<file path="src/hdl/ptl_pkg.sv">
// ----------------------------------------------------------------------------
// Pedestrian traffic light package
// Shared types, phase codes, register indexes and reset values for the
// pedestrian traffic light controller.
// ----------------------------------------------------------------------------
`default_nettype none

package ptl_pkg;

    // Phase codes.
    localparam logic [2:0] PH_GREEN     = 3'd0;
    localparam logic [2:0] PH_CAR_BLINK = 3'd1;
    localparam logic [2:0] PH_RED       = 3'd2;
    localparam logic [2:0] PH_BLINK_IN  = 3'd3;
    localparam logic [2:0] PH_WALK      = 3'd4;
    localparam logic [2:0] PH_BLINK_OUT = 3'd5;

    // Blink part codes: on, off, on.
    localparam logic [1:0] BP_ON_FIRST  = 2'd0;
    localparam logic [1:0] BP_OFF       = 2'd1;
    localparam logic [1:0] BP_ON_LAST   = 2'd2;

    // Configuration register indexes.
    localparam logic [2:0] REG_SLICE_TICKS      = 3'd0;
    localparam logic [2:0] REG_SLICES_PER_PHASE = 3'd1;
    localparam logic [2:0] REG_CAR_ON_TICKS     = 3'd2;
    localparam logic [2:0] REG_CAR_OFF_TICKS    = 3'd3;
    localparam logic [2:0] REG_BOTH_ON_TICKS    = 3'd4;
    localparam logic [2:0] REG_BOTH_OFF_TICKS   = 3'd5;
    localparam logic [2:0] REG_WALK_TICKS       = 3'd6;
    localparam logic [2:0] REG_BLINK_ROUNDS     = 3'd7;

    // Register reset values.
    localparam logic [11:0] RST_SLICE_TICKS      = 12'd68;
    localparam logic [7:0]  RST_SLICES_PER_PHASE = 8'd50;
    localparam logic [11:0] RST_CAR_ON_TICKS     = 12'd380;
    localparam logic [11:0] RST_CAR_OFF_TICKS    = 12'd180;
    localparam logic [11:0] RST_BOTH_ON_TICKS    = 12'd390;
    localparam logic [11:0] RST_BOTH_OFF_TICKS   = 12'd190;
    localparam logic [15:0] RST_WALK_TICKS       = 16'd5000;
    localparam logic [7:0]  RST_BLINK_ROUNDS     = 8'd5;

    typedef struct packed {
        logic [11:0] slice_ticks;
        logic [7:0]  slices_per_phase;
        logic [11:0] car_on_ticks;
        logic [11:0] car_off_ticks;
        logic [11:0] both_on_ticks;
        logic [11:0] both_off_ticks;
        logic [15:0] walk_ticks;
        logic [7:0]  blink_rounds;
    } t_cfg;

    typedef struct packed {
        logic [2:0]  phase;
        logic        came_from_red;
        logic        request_pending;
        logic [15:0] tick_count;
        logic [7:0]  round_count;
        logic [1:0]  blink_part;
    } t_state;

    typedef struct packed {
        logic [2:0] phase_now;
        logic       walk_red;
        logic       walk_yellow;
        logic       walk_green;
        logic       car_red;
        logic       car_yellow;
        logic       car_green;
    } t_lamps;

    // Move to a new phase with all its counters cleared.
    function automatic t_state enter_phase(input t_state s, input logic [2:0] p);
        t_state r;
        r             = s;
        r.phase       = p;
        r.tick_count  = '0;
        r.round_count = '0;
        r.blink_part  = BP_ON_FIRST;
        return r;
    endfunction

endpackage

`default_nettype wire

</file>
<file path="src/hdl/pedestrian_traffic_light_fsm.sv">
// ----------------------------------------------------------------------------
// Pedestrian traffic light controller
// Car and pedestrian lamp sequencer with a latched pedestrian button.
// ----------------------------------------------------------------------------
// Usage:
// Each request on the slave stream is one 1 ms tick; s_axis_tdata[0] is set
// when a button press edge occurred during that tick. For every tick the
// master stream returns one request holding the six lamp states and the
// phase code of that tick.
// A tick accepted at one edge has its lamp states on m_axis_tdata from the
// next cycle on. Throughput is one tick per cycle while the receiver keeps
// taking results; the state update is a single pass of logic between the
// state register and the output register.
// The output register holds a result until the receiver takes it. While the
// receiver stalls, s_axis_tready stays high only if the output register is
// empty; otherwise the sender waits, and nothing is lost or repeated.
// Timing registers are written through the cfg channel, which is always
// ready; writes are meant for idle periods between ticks.
// A synchronous low reset restores the timing defaults, enters the car
// green phase with no pending request, and empties the output register.
// ----------------------------------------------------------------------------
`default_nettype none

module pedestrian_traffic_light_fsm
    import ptl_pkg::*;
(
    input  logic        i_clk,
    input  logic        i_rst_n,
    // Tick stream.
    input  logic        s_axis_tvalid,
    output logic        s_axis_tready,
    input  logic [7:0]  s_axis_tdata,   // [0] button_press, [7:1] zero
    // Lamp stream.
    output logic        m_axis_tvalid,
    input  logic        m_axis_tready,
    output logic [15:0] m_axis_tdata,   // [0] car_green, [1] car_yellow,
                                        // [2] car_red, [3] walk_green,
                                        // [4] walk_yellow, [5] walk_red,
                                        // [8:6] phase_now, [15:9] zero
    // Configuration write channel.
    input  logic        i_cfg_valid,
    output logic        o_cfg_ready,
    input  logic [2:0]  i_cfg_index,
    input  logic [15:0] i_cfg_data
);

    t_cfg   r_cfg;
    t_state r_state;
    t_state n_state;
    t_lamps step_lamps;
    t_lamps r_out;
    logic   r_out_valid;
    logic   in_acc;
    logic   out_acc;

    assign o_cfg_ready   = 1'b1;
    assign s_axis_tready = !r_out_valid || m_axis_tready;
    assign in_acc        = s_axis_tvalid && s_axis_tready;
    assign out_acc       = r_out_valid && m_axis_tready;

    // Configuration registers.
    always_ff @(posedge i_clk) begin
        if (!i_rst_n) begin
            r_cfg.slice_ticks      <= RST_SLICE_TICKS;
            r_cfg.slices_per_phase <= RST_SLICES_PER_PHASE;
            r_cfg.car_on_ticks     <= RST_CAR_ON_TICKS;
            r_cfg.car_off_ticks    <= RST_CAR_OFF_TICKS;
            r_cfg.both_on_ticks    <= RST_BOTH_ON_TICKS;
            r_cfg.both_off_ticks   <= RST_BOTH_OFF_TICKS;
            r_cfg.walk_ticks       <= RST_WALK_TICKS;
            r_cfg.blink_rounds     <= RST_BLINK_ROUNDS;
        end else if (i_cfg_valid && o_cfg_ready) begin
            unique case (i_cfg_index)
                REG_SLICE_TICKS:      r_cfg.slice_ticks      <= i_cfg_data[11:0];
                REG_SLICES_PER_PHASE: r_cfg.slices_per_phase <= i_cfg_data[7:0];
                REG_CAR_ON_TICKS:     r_cfg.car_on_ticks     <= i_cfg_data[11:0];
                REG_CAR_OFF_TICKS:    r_cfg.car_off_ticks    <= i_cfg_data[11:0];
                REG_BOTH_ON_TICKS:    r_cfg.both_on_ticks    <= i_cfg_data[11:0];
                REG_BOTH_OFF_TICKS:   r_cfg.both_off_ticks   <= i_cfg_data[11:0];
                REG_WALK_TICKS:       r_cfg.walk_ticks       <= i_cfg_data;
                REG_BLINK_ROUNDS:     r_cfg.blink_rounds     <= i_cfg_data[7:0];
                default: ;
            endcase
        end
    end

    // The step logic works on the state left by the previous tick.
    ptl_step u_step (
        .i_cfg   (r_cfg),
        .i_state (r_state),
        .i_press (s_axis_tdata[0]),
        .o_next  (n_state),
        .o_lamps (step_lamps)
    );

    always_ff @(posedge i_clk) begin
        if (!i_rst_n) begin
            r_state <= '0;
        end else if (in_acc) begin
            r_state <= n_state;
        end
    end

    // Output register.
    always_ff @(posedge i_clk) begin
        if (!i_rst_n) begin
            r_out_valid <= 1'b0;
        end else if (in_acc) begin
            r_out_valid <= 1'b1;
        end else if (out_acc) begin
            r_out_valid <= 1'b0;
        end
    end

    always_ff @(posedge i_clk) begin
        if (in_acc) begin
            r_out <= step_lamps;
        end
    end

    assign m_axis_tvalid = r_out_valid;
    assign m_axis_tdata  = {7'd0, r_out.phase_now, r_out.walk_red, r_out.walk_yellow,
                            r_out.walk_green, r_out.car_red, r_out.car_yellow,
                            r_out.car_green};

`ifndef ASSERT_OFF
    // The walk phase is only reached with a latched request.
    a_walk_needs_request: assert property (@(posedge i_clk) disable iff (!i_rst_n)
        (r_state.phase == PH_WALK) |-> r_state.request_pending)
        else $error("walk phase without a pending request");

    // An accepted tick always leaves a result in the output register.
    a_accept_fills_out: assert property (@(posedge i_clk) disable iff (!i_rst_n)
        in_acc |=> r_out_valid)
        else $error("accepted tick produced no result");

    // The blink sequence only uses on, off and on parts.
    a_blink_part_range: assert property (@(posedge i_clk) disable iff (!i_rst_n)
        r_state.blink_part != 2'd3)
        else $error("blink part out of range");

    // A lit car green lamp belongs to the green phase, with the walk lamp red.
    a_green_lamps: assert property (@(posedge i_clk) disable iff (!i_rst_n)
        (r_out_valid && r_out.car_green) |->
            (r_out.phase_now == PH_GREEN) && r_out.walk_red && !r_out.walk_green)
        else $error("car green lamp outside green phase");
`endif

endmodule

`default_nettype wire

</file>
<file path="src/hdl/ptl_step.sv">
// ----------------------------------------------------------------------------
// Pedestrian traffic light step logic
// Computes the lamp states of one tick and the controller state that
// follows it, from the current state, the press flag and the registers.
// ----------------------------------------------------------------------------
`default_nettype none

module ptl_step
    import ptl_pkg::*;
(
    input  t_cfg   i_cfg,
    input  t_state i_state,
    input  logic   i_press,
    output t_state o_next,
    output t_lamps o_lamps
);

    t_state      s_eff;
    logic [15:0] tc_inc;
    logic [7:0]  rc_inc;
    logic [11:0] on_t;
    logic [11:0] off_t;
    logic [11:0] dur;
    logic        tick_lt_dur;
    logic        blink_end;
    logic        rounds_hit;
    logic        slices_hit;
    logic        on_part;

    // Unused phase codes restart the green phase.
    always_comb begin
        if (i_state.phase > PH_BLINK_OUT) begin
            s_eff = enter_phase(i_state, PH_GREEN);
        end else begin
            s_eff = i_state;
        end
    end

    assign tc_inc  = s_eff.tick_count + 16'd1;
    assign rc_inc  = s_eff.round_count + 8'd1;
    assign on_t    = (s_eff.phase == PH_CAR_BLINK) ? i_cfg.car_on_ticks : i_cfg.both_on_ticks;
    assign off_t   = (s_eff.phase == PH_CAR_BLINK) ? i_cfg.car_off_ticks : i_cfg.both_off_ticks;
    assign dur     = (s_eff.blink_part == BP_OFF) ? off_t : on_t;
    assign on_part = (s_eff.blink_part != BP_OFF);

    assign tick_lt_dur = (tc_inc < {4'd0, dur});
    assign blink_end   = !tick_lt_dur && (s_eff.blink_part >= BP_ON_LAST);
    assign rounds_hit  = (rc_inc >= i_cfg.blink_rounds) || (i_cfg.blink_rounds == 8'd0);
    assign slices_hit  = (rc_inc >= i_cfg.slices_per_phase) || (i_cfg.slices_per_phase == 8'd0);

    // Lamp states for this tick.
    always_comb begin
        o_lamps           = '0;
        o_lamps.phase_now = s_eff.phase;
        unique case (s_eff.phase)
            PH_GREEN: begin
                o_lamps.car_green = 1'b1;
                o_lamps.walk_red  = 1'b1;
            end
            PH_CAR_BLINK: begin
                o_lamps.car_yellow = on_part;
                o_lamps.walk_red   = 1'b1;
            end
            PH_RED: begin
                o_lamps.car_red  = 1'b1;
                o_lamps.walk_red = 1'b1;
            end
            PH_WALK: begin
                o_lamps.car_red    = 1'b1;
                o_lamps.walk_green = 1'b1;
            end
            default: begin
                o_lamps.car_yellow  = on_part;
                o_lamps.walk_yellow = on_part;
            end
        endcase
    end

    // Next state.
    always_comb begin
        o_next = s_eff;
        if (i_press && (s_eff.phase <= PH_RED)) begin
            o_next.request_pending = 1'b1;
        end

        unique case (s_eff.phase)
            PH_GREEN, PH_RED: begin
                o_next.tick_count = tc_inc;
                if (tc_inc >= {4'd0, i_cfg.slice_ticks}) begin
                    o_next.tick_count = '0;
                    if (o_next.request_pending) begin
                        o_next.came_from_red = 1'b0;
                        o_next = enter_phase(o_next,
                            (s_eff.phase == PH_GREEN) ? PH_BLINK_IN : PH_WALK);
                    end else begin
                        o_next.round_count = rc_inc;
                        if (slices_hit) begin
                            o_next.came_from_red = (s_eff.phase == PH_RED);
                            o_next = enter_phase(o_next, PH_CAR_BLINK);
                        end
                    end
                end
            end
            PH_WALK: begin
                o_next.tick_count = tc_inc;
                if (tc_inc >= i_cfg.walk_ticks) begin
                    o_next = enter_phase(o_next, PH_BLINK_OUT);
                end
            end
            default: begin
                // All three blink phases share the on-off-on sequencing.
                o_next.tick_count = tc_inc;
                if (!tick_lt_dur) begin
                    o_next.tick_count = '0;
                    if (s_eff.blink_part < BP_ON_LAST) begin
                        o_next.blink_part = s_eff.blink_part + 2'd1;
                    end else begin
                        o_next.blink_part = BP_ON_FIRST;
                    end
                end
                if (blink_end) begin
                    if ((s_eff.phase == PH_CAR_BLINK) && o_next.request_pending) begin
                        o_next.came_from_red = 1'b0;
                        o_next = enter_phase(o_next, PH_BLINK_IN);
                    end else begin
                        o_next.round_count = rc_inc;
                        if (rounds_hit) begin
                            if (s_eff.phase == PH_CAR_BLINK) begin
                                o_next = enter_phase(o_next,
                                    s_eff.came_from_red ? PH_GREEN : PH_RED);
                                o_next.came_from_red = 1'b0;
                            end else if (s_eff.phase == PH_BLINK_IN) begin
                                o_next = enter_phase(o_next, PH_WALK);
                            end else begin
                                o_next.request_pending = 1'b0;
                                o_next.came_from_red   = 1'b0;
                                o_next = enter_phase(o_next, PH_GREEN);
                            end
                        end
                    end
                end
            end
        endcase
    end

endmodule

`default_nettype wire

</file>
<file path="config.mk">
export PLATFORM = sky130hd
export DESIGN_NAME = pedestrian_traffic_light_fsm
export DESIGN_NICKNAME = d
export VERILOG_FILES = /design/src/hdl/ptl_pkg.sv /design/src/hdl/pedestrian_traffic_light_fsm.sv /design/src/hdl/ptl_step.sv
export SDC_FILE = /design/constraint.sdc
export NUM_CORES = 1
export LEC_CHECK = 0
export BUFFER_PORTS_ARGS = -buffer_cell sky130_fd_sc_hd__buf_2
export CAP_MARGIN = 20
export CORE_UTILIZATION = 30
export DETAILED_ROUTE_END_ITERATION = 16
export PLACE_DENSITY = 0.45
export SLEW_MARGIN = 20
export SYNTH_ARGS = -nofsm -noshare
export SYNTH_HDL_FRONTEND = slang
export SYNTH_SLANG_ARGS = --single-unit
export TNS_END_PERCENT = 50
</file>
<file path="constraint.sdc">
create_clock -name i_clk -period 11.1 [get_ports i_clk]
set_clock_uncertainty 0.15 [all_clocks]
set_input_delay 1.665 -clock i_clk [delete_from_list [all_inputs] [get_ports i_clk]]
set_output_delay 1.665 -clock i_clk [all_outputs]
set_load 0.02 [all_outputs]
</file>
* Word level (Yosys, flattened, before mapping)
Cells that the tools add are included.
W data, S select, Z words.
** Operators by class
- Add/subtract/negate cells :: 3
- Magnitude comparators :: 9
- Equality and inequality tests :: 13
- Muxes and demuxes :: 26
- Reduce and logical (&&, ||, !) cells :: 28
** Operators by type and width (count)
- $mux W31 :: 10
- $pmux W31 S2 :: 1
- $mux W12 :: 3
- $add A16 B1 Y16 const B :: 1
- $ge A16 B12 Y1 :: 1
- $ge A16 B16 Y1 :: 1
- $ge A8 B8 Y1 :: 2
- $logic_not A8 Y1 :: 2
- $lt A16 B12 Y1 :: 1
- $mux W16 :: 1
- $reduce_and A2 Y1 :: 8
- $eq A3 B3 Y1 const B :: 5
- $eq A3 B2 Y1 const B :: 4
- $add A8 B1 Y8 const B :: 1
- $mux W1 :: 7
- $eq A3 B1 Y1 const B :: 2
- $logic_not A3 Y1 :: 2
- $mux W2 :: 3
- $reduce_or A3 Y1 :: 2
- $logic_and A1 B1 Y1 :: 5
- $reduce_or A2 Y1 :: 2
- $reduce_or A4 Y1 :: 1
- $gt A3 B3 Y1 const B :: 1
- $le A3 B2 Y1 const B :: 1
- other kinds (9) :: 12
** Storage, ports and cells
- Bits in registers :: 133
- Output and inout bits :: 19
- Logic and storage cells :: 101

* Longest topological paths before layout
Gate-level depths: netlist (run 1).
- Depth in word-level cells :: 11
- Gate-level depth with buffers :: 19
- Depth with buffers taken out :: 16

* Hierarchy
Synthesis (run 1) repeated with hierarchy kept, for this count alone.
** Second synthesis, totals
- Cells, all modules :: 899
- Area, all modules :: 7752.4 um^2
** Modules (own cells, without submodules)
- pedestrian_traffic_light_fsm :: instances 1, cells each 487, area each 4850.9 um^2, sequential area each 2752.6 um^2
- ptl_step :: instances 1, cells each 412, area each 2901.5 um^2, sequential area each 0.0 um^2

* Worst setup path before layout (run 1)
No wires, ideal clock.
- Kind :: register -> register
- Start point :: reg r_state[1] in the netlist's numbering
- End point :: reg r_state[16] in the netlist's numbering
- Library setup time :: 0.060 ns
- Arrival time :: 3.825 ns
- Required time :: 10.890 ns
- Path slack :: 7.066 ns
- Stages on the path, launching flop included :: 17
- Path buffers :: 3
- Clock period less this slack :: 4.034 ns
- Cell sequence :: dfxtp_1 > clkbuf_1 > nand2b_1 > nand2b_1 > buf_1 > mux4_2 > inv_1 > ha_1 > a211oi_1 > o21bai_1 > a21oi_1 > o21ai_0 > nor3_4 > a221oi_2 > nor3_4 > buf_6 > a22o_1
** On the way
- Word-level cells in the longest chain between the ends :: 9
- Elaborated cells on any way between the ends :: 12
** Ends and longest elaborated chain
- from (decl) :: line pedestrian_traffic_light_fsm.sv:48 : t_state r_state;
- from (signal assigned) :: line pedestrian_traffic_light_fsm.sv:100 : r_state <= n_state;
- $mux W31 (*) :: line ptl_step.sv:32 : if (i_state.phase > PH_BLINK_OUT) begin
- $eq A2 B1 Y1 :: line ptl_step.sv:43 : assign dur = (s_eff.blink_part == BP_OFF) ? off_t : on_t;
- $mux W12 :: line ptl_step.sv:43
- $lt A16 B12 Y1 :: line ptl_step.sv:46 : assign tick_lt_dur = (tc_inc < {4'd0, dur});
- $mux W16 :: line ptl_step.sv:113 : if (!tick_lt_dur) begin
- $mux W31 :: line ptl_step.sv:127 : if (rounds_hit) begin
- $mux W31 :: line ptl_step.sv:122 : if ((s_eff.phase == PH_CAR_BLINK) && o_next.request_pending) begin
- $mux W31 (*) :: line ptl_step.sv:121 : if (blink_end) begin
- $pmux W31 S2 (*) :: line ptl_step.sv:86 : unique case (s_eff.phase)
Every way passes the cells marked *; elsewhere a longest branch is shown, timed or not.
A chain may end at the register's enable or synchronous reset.

* Worst setup path after layout (run 1)
- Start point :: reg r_state[30] in the netlist's numbering
- End point :: reg r_state[14] in the netlist's numbering
** On the way
- Word-level cells in the longest chain between the ends :: 11
- Elaborated cells on any way between the ends :: 34
** Ends and longest elaborated chain (line)
- $gt A3 B3 Y1 :: ptl_step.sv:32
- $mux W31 (*) :: ptl_step.sv:32
- parallel branches: the longest is 8 deep, another holds $add A16 B1 Y16
- $pmux W31 S2 (*) :: ptl_step.sv:86
Mark *: on every way between the ends.

==> results.sh, run 1 <==
export IMPL_outcome="completed"
export IMPL_synth_yosys_seq_area_share=0.368
export IMPL_syn_area_sq_um=7480
export IMPL_crit_path_max_fanout=20
export IMPL_clkTransAtPathRegs_ps=60
export IMPL_tightest_slew_ps=1010
export IMPL_synthCells=929
export IMPL_grt_first_pass_wirelength_um=34500
export IMPL_crit_type="flip-flop to flip-flop"
export IMPL_grt_max_degree=66
export IMPL_layout_min_cycle_time_ps=5520
export IMPL_ys_types=63
export IMPL_die_h_um=160
export IMPL_vias=6330
export IMPL_drt_total_wl_um=21500
export IMPL_pwr_share_comb=0.111
export IMPL_setup_viol=0
export IMPL_cp_start_kind="flip-flop"
export IMPL_yosys_warnings=0
export IMPL_wl_per_cell_um=16.9
export IMPL_tritoncts="done"
export IMPL_root_buffer="clkbuf_16"
export IMPL_ys_flop_type="dfxtp_1"
export IMPL_final_util=0.347
export IMPL_antenna_found_initial=0
export IMPL_drt_pass1_iter_count=7
export IMPL_htreeDepth=4
export IMPL_max_slew_margin_rel=0.325
export IMPL_cts_sinks=133
export IMPL_rows=57
export IMPL_finalHoldViolCount=0
export IMPL_avgViaCountPerCell=4.98
export IMPL_fillers=2599
export IMPL_synthArstFlopShare=0
export IMPL_overflow=0
export IMPL_arrival_ps=5730
export IMPL_drt_initial_drc_count=308
export IMPL_final_common_cell="nand2_1"
export IMPL_finalPower_mw=1.23
export IMPL_maxSlewViolCount=0
export IMPL_fin_setup_tns_ps=0
export IMPL_drcViolationCount=0
export IMPL_layout_common_cells="210 x nand2_1, 124 x dfxtp_1, 86 x a21oi_1, 60 x inv_1, 57 x ha_1"
export IMPL_io_pins=51
export IMPL_hold_class="flip-flop to flip-flop"
export IMPL_seq_area_sq_um=2750
export IMPL_final_antenna_net_count=0
export IMPL_drive_gt1_frac=0.108
export IMPL_vdd_ir_drop_max_uv=84.2
export IMPL_grt_pass1_vias=6032
export IMPL_die_w_um=160
export IMPL_ctsHoldBuffers=0
export IMPL_final_area_sq_um=8460
export IMPL_ys_seq_elements=133
export IMPL_dp_hpwl_um=14700
export IMPL_p_clk_frac=0.473
export IMPL_numPortBuffers=35
export IMPL_required_ps=11310
export IMPL_multi_input_area_sq_um=4250
export IMPL_rsz0062_at_grt="false"
export IMPL_start_util=0.307
export IMPL_gp_congestion=0.806
export IMPL_clock_latency_ps=430
export IMPL_p_int_mw=0.868
export IMPL_floorplan_core_area_sq_um=24400
export IMPL_cts_buffers_inserted=17
export IMPL_die_area_sq_um=25600
export IMPL_powerDensity_nw_per_um2=145
export IMPL_syn_to_final_growth_pct=13.1
export IMPL_switching_power_mw=0.361
export IMPL_leakage_nw=3.43
export IMPL_seqPwrFrac=0.416
export IMPL_antenna_cells=0
export IMPL_avgSynthCellArea_sq_um=8.05
export IMPL_swShare=0.294
export IMPL_synth_edff_count=9
export IMPL_track_usage=0.174
export IMPL_post_cts_resize_count=0
export IMPL_end_kind="flip-flop"
export IMPL_max_freq_ghz=0.181
export IMPL_cts_setup_buffers=0
export IMPL_placed_area_sq_um=7850
export IMPL_min_period_over_period=0.497
export IMPL_num_nets_final=1023
export IMPL_clockBufferDepth=2
export IMPL_max_cap_violations=0
## metrics by stage
step / hold WS, ps / setup slack, ps / instances
2_1_floorplan: 283 / 7070 / 935
3_3_place_gp: 293 / 5550 / 1238
3_5_place_dp: 297 / 5590 / 1239
4_1_cts: 306 / 5560 / 1271
5_1_grt: 323 / 5110 / 1271
6_report: 305 / 5580 / 1271
## sequential cells by signal (all words and copies together) (netlist names)
signal / flops
r_cfg: 92
r_state: 31
m_axis_tdata: 9
m_axis_tvalid: 1
## Yosys cell counts, drive strengths merged, types with 2 or more instances
master	n	share of area
nand2	210	0.11
a22o	17	0.020
a211o	3	0.0035
o21ai	26	0.017
a21oi	86	0.058
nand3	46	0.031
or4	2	0.0020
and4	2	0.0023
nor2	45	0.023
o22ai	3	0.0025
xor2	14	0.016
nor2b	7	0.0059
ha	57	0.095
a221oi	7	0.0090
mux4	11	0.033
and3	4	0.0033
mux2i	2	0.0027
inv	61	0.031
and2	4	0.0033
o211ai	17	0.017
a32o	3	0.0040
a31oi	5	0.0042
conb	2	0.0010
xnor2	8	0.0094
nor3b	3	0.0037
dfxtp	124	0.33
o2111ai	2	0.0023
nor3	16	0.014
buf	19	0.015
nand4	13	0.011
o311ai	2	0.0023
a31o	2	0.0023
edfxtp	9	0.036
o31ai	3	0.0030
a21o	7	0.0070
clkbuf	42	0.022
or2	2	0.0017
nand2b	11	0.0092
o21bai	6	0.0060
nor4	7	0.0079
a211oi	5	0.0050
## routing by layer
layer  track usage  vias to the layer above  part of all wire
met4        0.0459                        0            0.0090
met5             0                        -                 0
met1         0.246                     2953              0.50
li1              -                     3233                 -
met2         0.273                      133              0.45
met3        0.0309                       11             0.033
## cell families after synthesis
kind of cell / after synthesis / synth area share
xor gates and xnor gates: 22 / 0.0258
adders and majority gates: 57 / 0.0954
other: 2 / 0.00100
AOI/OAI and AO/OA: 203 / 0.177
DFF: 133 / 0.368
and+or+nand+nor: 377 / 0.229
buffers and inverters: 122 / 0.0681
muxes: 13 / 0.0358
## path summary, 6_finish.rpt
| check | start | endpoint | slack, ps | cells past startpoint |
|---|---|---|---|---|
| worst max-delay path | r_state[30] | r_state[14] | 5580 | 16 |
| worst min-delay path | r_cfg[12] | r_cfg[12] | 300 | 2 |
| worst max register to register | r_state[30] | r_state[14] | 5580 | 16 |
| worst min register to register | r_cfg[12] | r_cfg[12] | 300 | 2 |
## critical path, stage by stage, from the launching register on
cell	delay (ps)
dfxtp_1	600
nand2_1	560
and2_1	370
ha_1	230
and4_1	290
nand2_1	110
xor2_1	60
nor2_1	290
ha_1	340
a21o_1	200
a21oi_1	180
and4_1	200
a221oi_1	150
nor4_1	780
a221oi_2	90
nor3_4	600
a22o_1	250
## area by class of cell
cell class	instances	share of cell area
Multi-Input combinational cell	680	0.502
Sequential cell	133	0.325
Clock buffer	17	0.0503
Tap cell	324	0.0479
Inverter	61	0.0271
Timing Repair Buffer	41	0.0260
Clock inverter	15	0.0212
## power by group through the flow
stage / Clock [mW] / Sequential, mW / Combinational [mW]
after global placement: 0 / 0.522 / 0.137
after floorplan: 0 / 0.520 / 0.0961
after detailed placement: 0 / 0.522 / 0.136
final: 0.581 / 0.512 / 0.136
after CTS: 0.596 / 0.511 / 0.137
after global routing: 0.620 / 0.514 / 0.152
Note: power is estimated with default switching activity, not from simulation.
==> run 2, diff against run 1 <==
clock period = 5.1 ns   (was 11.1 ns; I/O delays follow)
==> run 2 against run 1 <==
Final cell count increased by 1.0%. Die area unchanged. Total power up 120%. Worst hold slack hardly changed. Via count rose by 2.0%. Clock power is 120% higher. Non-clock buffer count increased by 13. Count of clock-buffer cells in the layout did not move. Fmax is 21% higher. Largest power group unchanged.
==> results.sh, run 2 (synthesis results as in run 1) <==
export IMPL_max_slew_margin_rel=0.250
export IMPL_hold_class="flip-flop to flip-flop"
export IMPL_gp_congestion=0.824
export IMPL_tightest_slew_ps=1120
export IMPL_required_ps=5260
export IMPL_syn_to_final_growth_pct=14.1
export IMPL_start_util=0.307
export IMPL_reg2reg_depth=16
export IMPL_die_area_sq_um=25600
export IMPL_gr_usage_met1=0.242
export IMPL_root_buffer="clkbuf_16"
export IMPL_cts_setup_buffers=0
export IMPL_largest_reg_flops=92
export IMPL_numPortBuffers=35
export IMPL_floorplan_core_area_sq_um=24400
export IMPL_cts_sinks=133
export IMPL_busiest_layer="met2"
export IMPL_end_kind="flip-flop"
export IMPL_die_w_um=160
export IMPL_htreeDepth=4
export IMPL_clkTransAtPathRegs_ps=70
export IMPL_hold_path_end="r_cfg[13]"
export IMPL_dp_hpwl_um=15000
export IMPL_grt_first_pass_wirelength_um=35100
export IMPL_hold_start="r_cfg[13]"
export IMPL_die_h_um=160
export IMPL_avgViaCountPerCell=5.03
export IMPL_fin_setup_tns_ps=0
export IMPL_maxSlewViolCount=0
export IMPL_final_antenna_net_count=0
export IMPL_leakage_nw=3.48
export IMPL_overflow=0
export IMPL_cts_buffers_inserted=17
export IMPL_crit_path_max_fanout=6
export IMPL_hold_slack_ps=305
export IMPL_num_nets_final=1036
export IMPL_vdd_ir_drop_max_uv=178
export IMPL_drive_gt1_frac=0.117
export IMPL_rows=57
export IMPL_ff2ff_setup_slack_ps=530
export IMPL_hold_depth=2
export IMPL_max_cap_violations=0
export IMPL_finalHoldViolCount=0
export IMPL_reg2reg_to="r_state[8]"
export IMPL_vias=6456
export IMPL_arrival_ps=4730
export IMPL_setup_viol=0
export IMPL_cp_start_kind="flip-flop"
export IMPL_clock_latency_ps=430
export IMPL_grtUsageMet3=0.0343
export IMPL_layout_min_cycle_time_ps=4570
export IMPL_fillers=2648
export IMPL_drt_initial_drc_count=447
export IMPL_drt_pass1_iter_count=4
export IMPL_layout_common_cells="210 x nand2_1, 124 x dfxtp_1, 86 x a21oi_1, 60 x inv_1, 57 x ha_1"
export IMPL_met2_usage=0.283
export IMPL_r2r_start="r_state[10]"
export IMPL_grt_pass1_vias=6265
export IMPL_antenna_cells=0
export IMPL_drt_total_wl_um=21800
export IMPL_clockBufferDepth=2
export IMPL_min_period_over_period=0.895
export IMPL_max_freq_ghz=0.219
export IMPL_grt_max_degree=49
export IMPL_drcViolationCount=0
export IMPL_track_usage=0.177
export IMPL_final_common_cell="nand2_1"
export IMPL_wl_per_cell_um=17.0
export IMPL_outcome="completed"
export IMPL_crit_type="flip-flop to flip-flop"
export IMPL_tritoncts="done"
export IMPL_post_cts_resize_count=0
export IMPL_io_pins=51
export IMPL_rsz0062_at_grt="false"
export IMPL_ctsHoldBuffers=0
export IMPL_powerDensity_nw_per_um2=313
export IMPL_top_register="r_cfg"
export IMPL_antenna_found_initial=0
[run 2: changes by cell type in the layout (fill, tap and decap cells not counted)]
cell / before / now
clkinv_2: 0 / 1
buf_4: 6 / 19
inv_8: 8 / 4
nor2_1: 41 / 44
clkinv_4: 2 / 1
nor2_2: 4 / 0
clkinv_8: 1 / 0
inv_6: 2 / 7
nor2_4: 0 / 1
[run 2: worst max-delay path, stage by stage, from the launching register on]
cell,delay [ps]
dfxtp_1,350
a21bo_2,310
inv_1,120
ha_1,210
and4_1,340
nand4_1,140
xor2_1,160
nor2_1,320
ha_1,250
nand4_1,110
and4_1,180
a221oi_1,700
nor4_1,100
buf_4,190
a211o_1,320
a22o_1,300
a32o_1,210
[run 2: worst max-delay path by stage]
stage | from | endpoint | slack [ps]
after detailed placement | r_state[10] | r_state[8] | 600
final | r_state[10] | r_state[8] | 530
after global placement | r_state[10] | r_state[7] | 640
after global routing | r_state[10] | r_state[3] | 300
after CTS | r_state[10] | r_state[8] | 580
after floorplan | r_state[1] | r_state[16] | 1070
[run 2: metrics by stage]
stage	setup WS (ps)	util	power, mW	area (sq um)	std cells
CTS	583	0.350	2.70	8530	1284
global route	304	0.350	2.79	8530	1284
finish	533	0.350	2.67	8530	1284
global placement	644	0.326	1.44	7950	1252
detailed placement	599	0.326	1.44	7950	1252
floorplan	1070	-	1.34	7500	935
[run 2: where the power goes]
| group | switching [mW] | leakage [nW] | internal, mW |
|---|---|---|---|
| Sequential | 0.0181 | 1.10 | 1.09 |
| Clock | 0.553 | 0.288 | 0.695 |
| Combinational | 0.212 | 2.10 | 0.105 |
| Total | 0.783 | 3.48 | 1.89 |
[run 2: metal layers]
layer	wire length [um]	part of all wire	up-vias
met2	10100	0.46	96
met5	0	0	-
li1	-	-	3270
met3	610	0.028	13
met1	10900	0.50	3077
met4	164	0.0075	0
[run 2: final cells by class]
type | count | area [sq um] | area share
clock buffers | 17 | 425 | 0.0499
clock inverters | 15 | 158 | 0.0185
inverters | 61 | 229 | 0.0268
multi-input cells | 680 | 4250 | 0.498
flip-flops and latches | 133 | 2750 | 0.323
well taps | 324 | 405 | 0.0475
repair buffers | 54 | 318 | 0.0372
==> run 3, diff against run 2 <==
clock period = 5.8 ns   (was 5.1 ns; I/O delays follow)
==> run 3 against run 2 <==
Combinational power fell by 17%. Core utilization fell by 0.18 points. Sequential power shrank 11%.
==> results.sh, run 3 (synthesis results as in run 1) <==
export IMPL_outcome="completed"
export IMPL_syn_to_final_growth_pct=13.5
export IMPL_grt_max_degree=66
export IMPL_drive_gt1_frac=0.110
export IMPL_tightest_slew_ps=1010
export IMPL_max_slew_margin_rel=0.327
export IMPL_die_w_um=160
export IMPL_seqPwrFrac=0.423
export IMPL_finalHoldViolCount=0
export IMPL_io_pins=51
export IMPL_arrival_ps=5280
export IMPL_multi_input_area_sq_um=4250
export IMPL_startpoint="r_state[30]"
export IMPL_drt_initial_drc_count=348
export IMPL_required_ps=6010
export IMPL_leakage_nw=3.44
export IMPL_clockBufferDepth=2
export IMPL_layout_min_cycle_time_ps=5070
export IMPL_ctsHoldBuffers=0
export IMPL_swShare=0.276
export IMPL_max_freq_ghz=0.197
export IMPL_overflow=0
export IMPL_switching_power_mw=0.641
export IMPL_vias=6345
export IMPL_drcViolationCount=0
export IMPL_antenna_cells=0
export IMPL_root_buffer="clkbuf_16"
export IMPL_pwr_share_comb=0.113
export IMPL_hold_depth=2
export IMPL_crit_type="flip-flop to flip-flop"
export IMPL_ff2ff_setup_slack_ps=730
export IMPL_floorplan_core_area_sq_um=24400
export IMPL_dp_slack_ps=836
export IMPL_grt_first_pass_wirelength_um=34800
export IMPL_top_register="r_cfg"
export IMPL_dp_hpwl_um=14700
export IMPL_final_area_sq_um=8490
export IMPL_post_cts_resize_count=0
export IMPL_numPortBuffers=35
export IMPL_min_period_over_period=0.874
export IMPL_track_usage=0.176
export IMPL_die_h_um=160
export IMPL_num_nets_final=1029
export IMPL_clkTransAtPathRegs_ps=60
export IMPL_final_common_cell="nand2_1"
export IMPL_p_clk_frac=0.464
export IMPL_htreeDepth=4
export IMPL_rsz0062_at_grt="false"
export IMPL_max_cap_violations=0
export IMPL_avgViaCountPerCell=4.97
export IMPL_cts_buffers_inserted=17
export IMPL_r2r_start="r_state[30]"
export IMPL_clock_latency_ps=430
export IMPL_reg2reg_to="r_state[23]"
export IMPL_grt_pass1_vias=6095
export IMPL_layout_common_cells="210 x nand2_1, 124 x dfxtp_1, 86 x a21oi_1, 60 x inv_1, 57 x ha_1"
export IMPL_fin_setup_tns_ps=0
export IMPL_crit_path_max_fanout=16
export IMPL_maxSlewViolCount=0
export IMPL_tritoncts="done"
export IMPL_die_area_sq_um=25600
export IMPL_drt_total_wl_um=21400
export IMPL_cp_start_kind="flip-flop"
export IMPL_rows=57
export IMPL_setup_viol=0
export IMPL_final_util=0.348
export IMPL_drt_pass1_iter_count=5
export IMPL_cp_endpoint="r_state[23]"
export IMPL_fillers=2617
export IMPL_placed_area_sq_um=7900
export IMPL_antenna_found_initial=0
export IMPL_p_int_mw=1.68
export IMPL_powerDensity_nw_per_um2=273
export IMPL_hold_slack_ps=305
export IMPL_largest_reg_flops=92
export IMPL_final_antenna_net_count=0
export IMPL_start_util=0.307
export IMPL_seq_area_sq_um=2750
export IMPL_wl_per_cell_um=16.8
export IMPL_fin_ws_ps=730
export IMPL_vdd_ir_drop_max_uv=143
export IMPL_hold_class="flip-flop to flip-flop"
export IMPL_cts_sinks=133
export IMPL_reg2reg_depth=16
export IMPL_end_kind="flip-flop"
export IMPL_cts_setup_buffers=0
export IMPL_gp_congestion=0.792
run 3: cell count changes in the layout (fill, tap and decap cells not counted), sizes merged:
cell	previous run	this run
clkinv	2	6
clkbuf	17	21
inv	72	64
buf	54	47
run 3: critical path, cell delays in order (launching register included):
cell and delay (ps):
dfxtp_1 630, nand2_1 240, and2_1 230, ha_1 230
and4_1 280, nand2_1 110, xor2_1 60, nor2_1 300
ha_1 330, a21o_1 180, a21oi_1 190, and4_1 200
a221oi_1 140, nor4_1 760, a221oi_2 90, nor3_4 610
a22o_1 260
run 3: cell type report:
| class | count | area share |
|---|---|---|
| repair buffers | 47 | 0.0317 |
| multi-input cells | 680 | 0.500 |
| flip-flops and latches | 133 | 0.324 |
| clock inverters | 11 | 0.0137 |
| inverters | 61 | 0.0270 |
| clock buffers | 21 | 0.0556 |
| well taps | 324 | 0.0478 |
run 3: worst min-delay path by stage:
stage | to | startpoint
after CTS | r_cfg[87] | r_cfg[87]
after detailed placement | r_cfg[87] | r_cfg[87]
after floorplan | r_cfg[49] | r_cfg[49]
after global placement | r_cfg[61] | r_cfg[61]
after global routing | r_cfg[22] | r_cfg[22]
final | r_cfg[13] | r_cfg[13]
run 3: per-layer routing:
metal / vias up / wire length, um / track usage
met1: 2995 / 11000 / 0.243
met2: 94 / 9740 / 0.279
met4: 0 / 180 / 0.0489
met5: - / 0 / 0
li1: 3241 / - / -
met3: 15 / 552 / 0.0332
run 3: power by group through the flow:
stage | registers [mW] | clock network, mW | logic, mW
6_report | 0.980 | 1.08 | 0.262
5_1_grt | 0.984 | 1.15 | 0.292
4_1_cts | 0.979 | 1.10 | 0.264
3_5_place_dp | 0.999 | 0 | 0.263
3_3_place_gp | 0.999 | 0 | 0.263
2_1_floorplan | 0.996 | 0 | 0.184
run 3: through the flow:
step,cells,power (mW)
after floorplan,935,1.18
after global placement,1244,1.26
after detailed placement,1245,1.26
after CTS,1277,2.34
after global routing,1277,2.42
final,1277,2.32
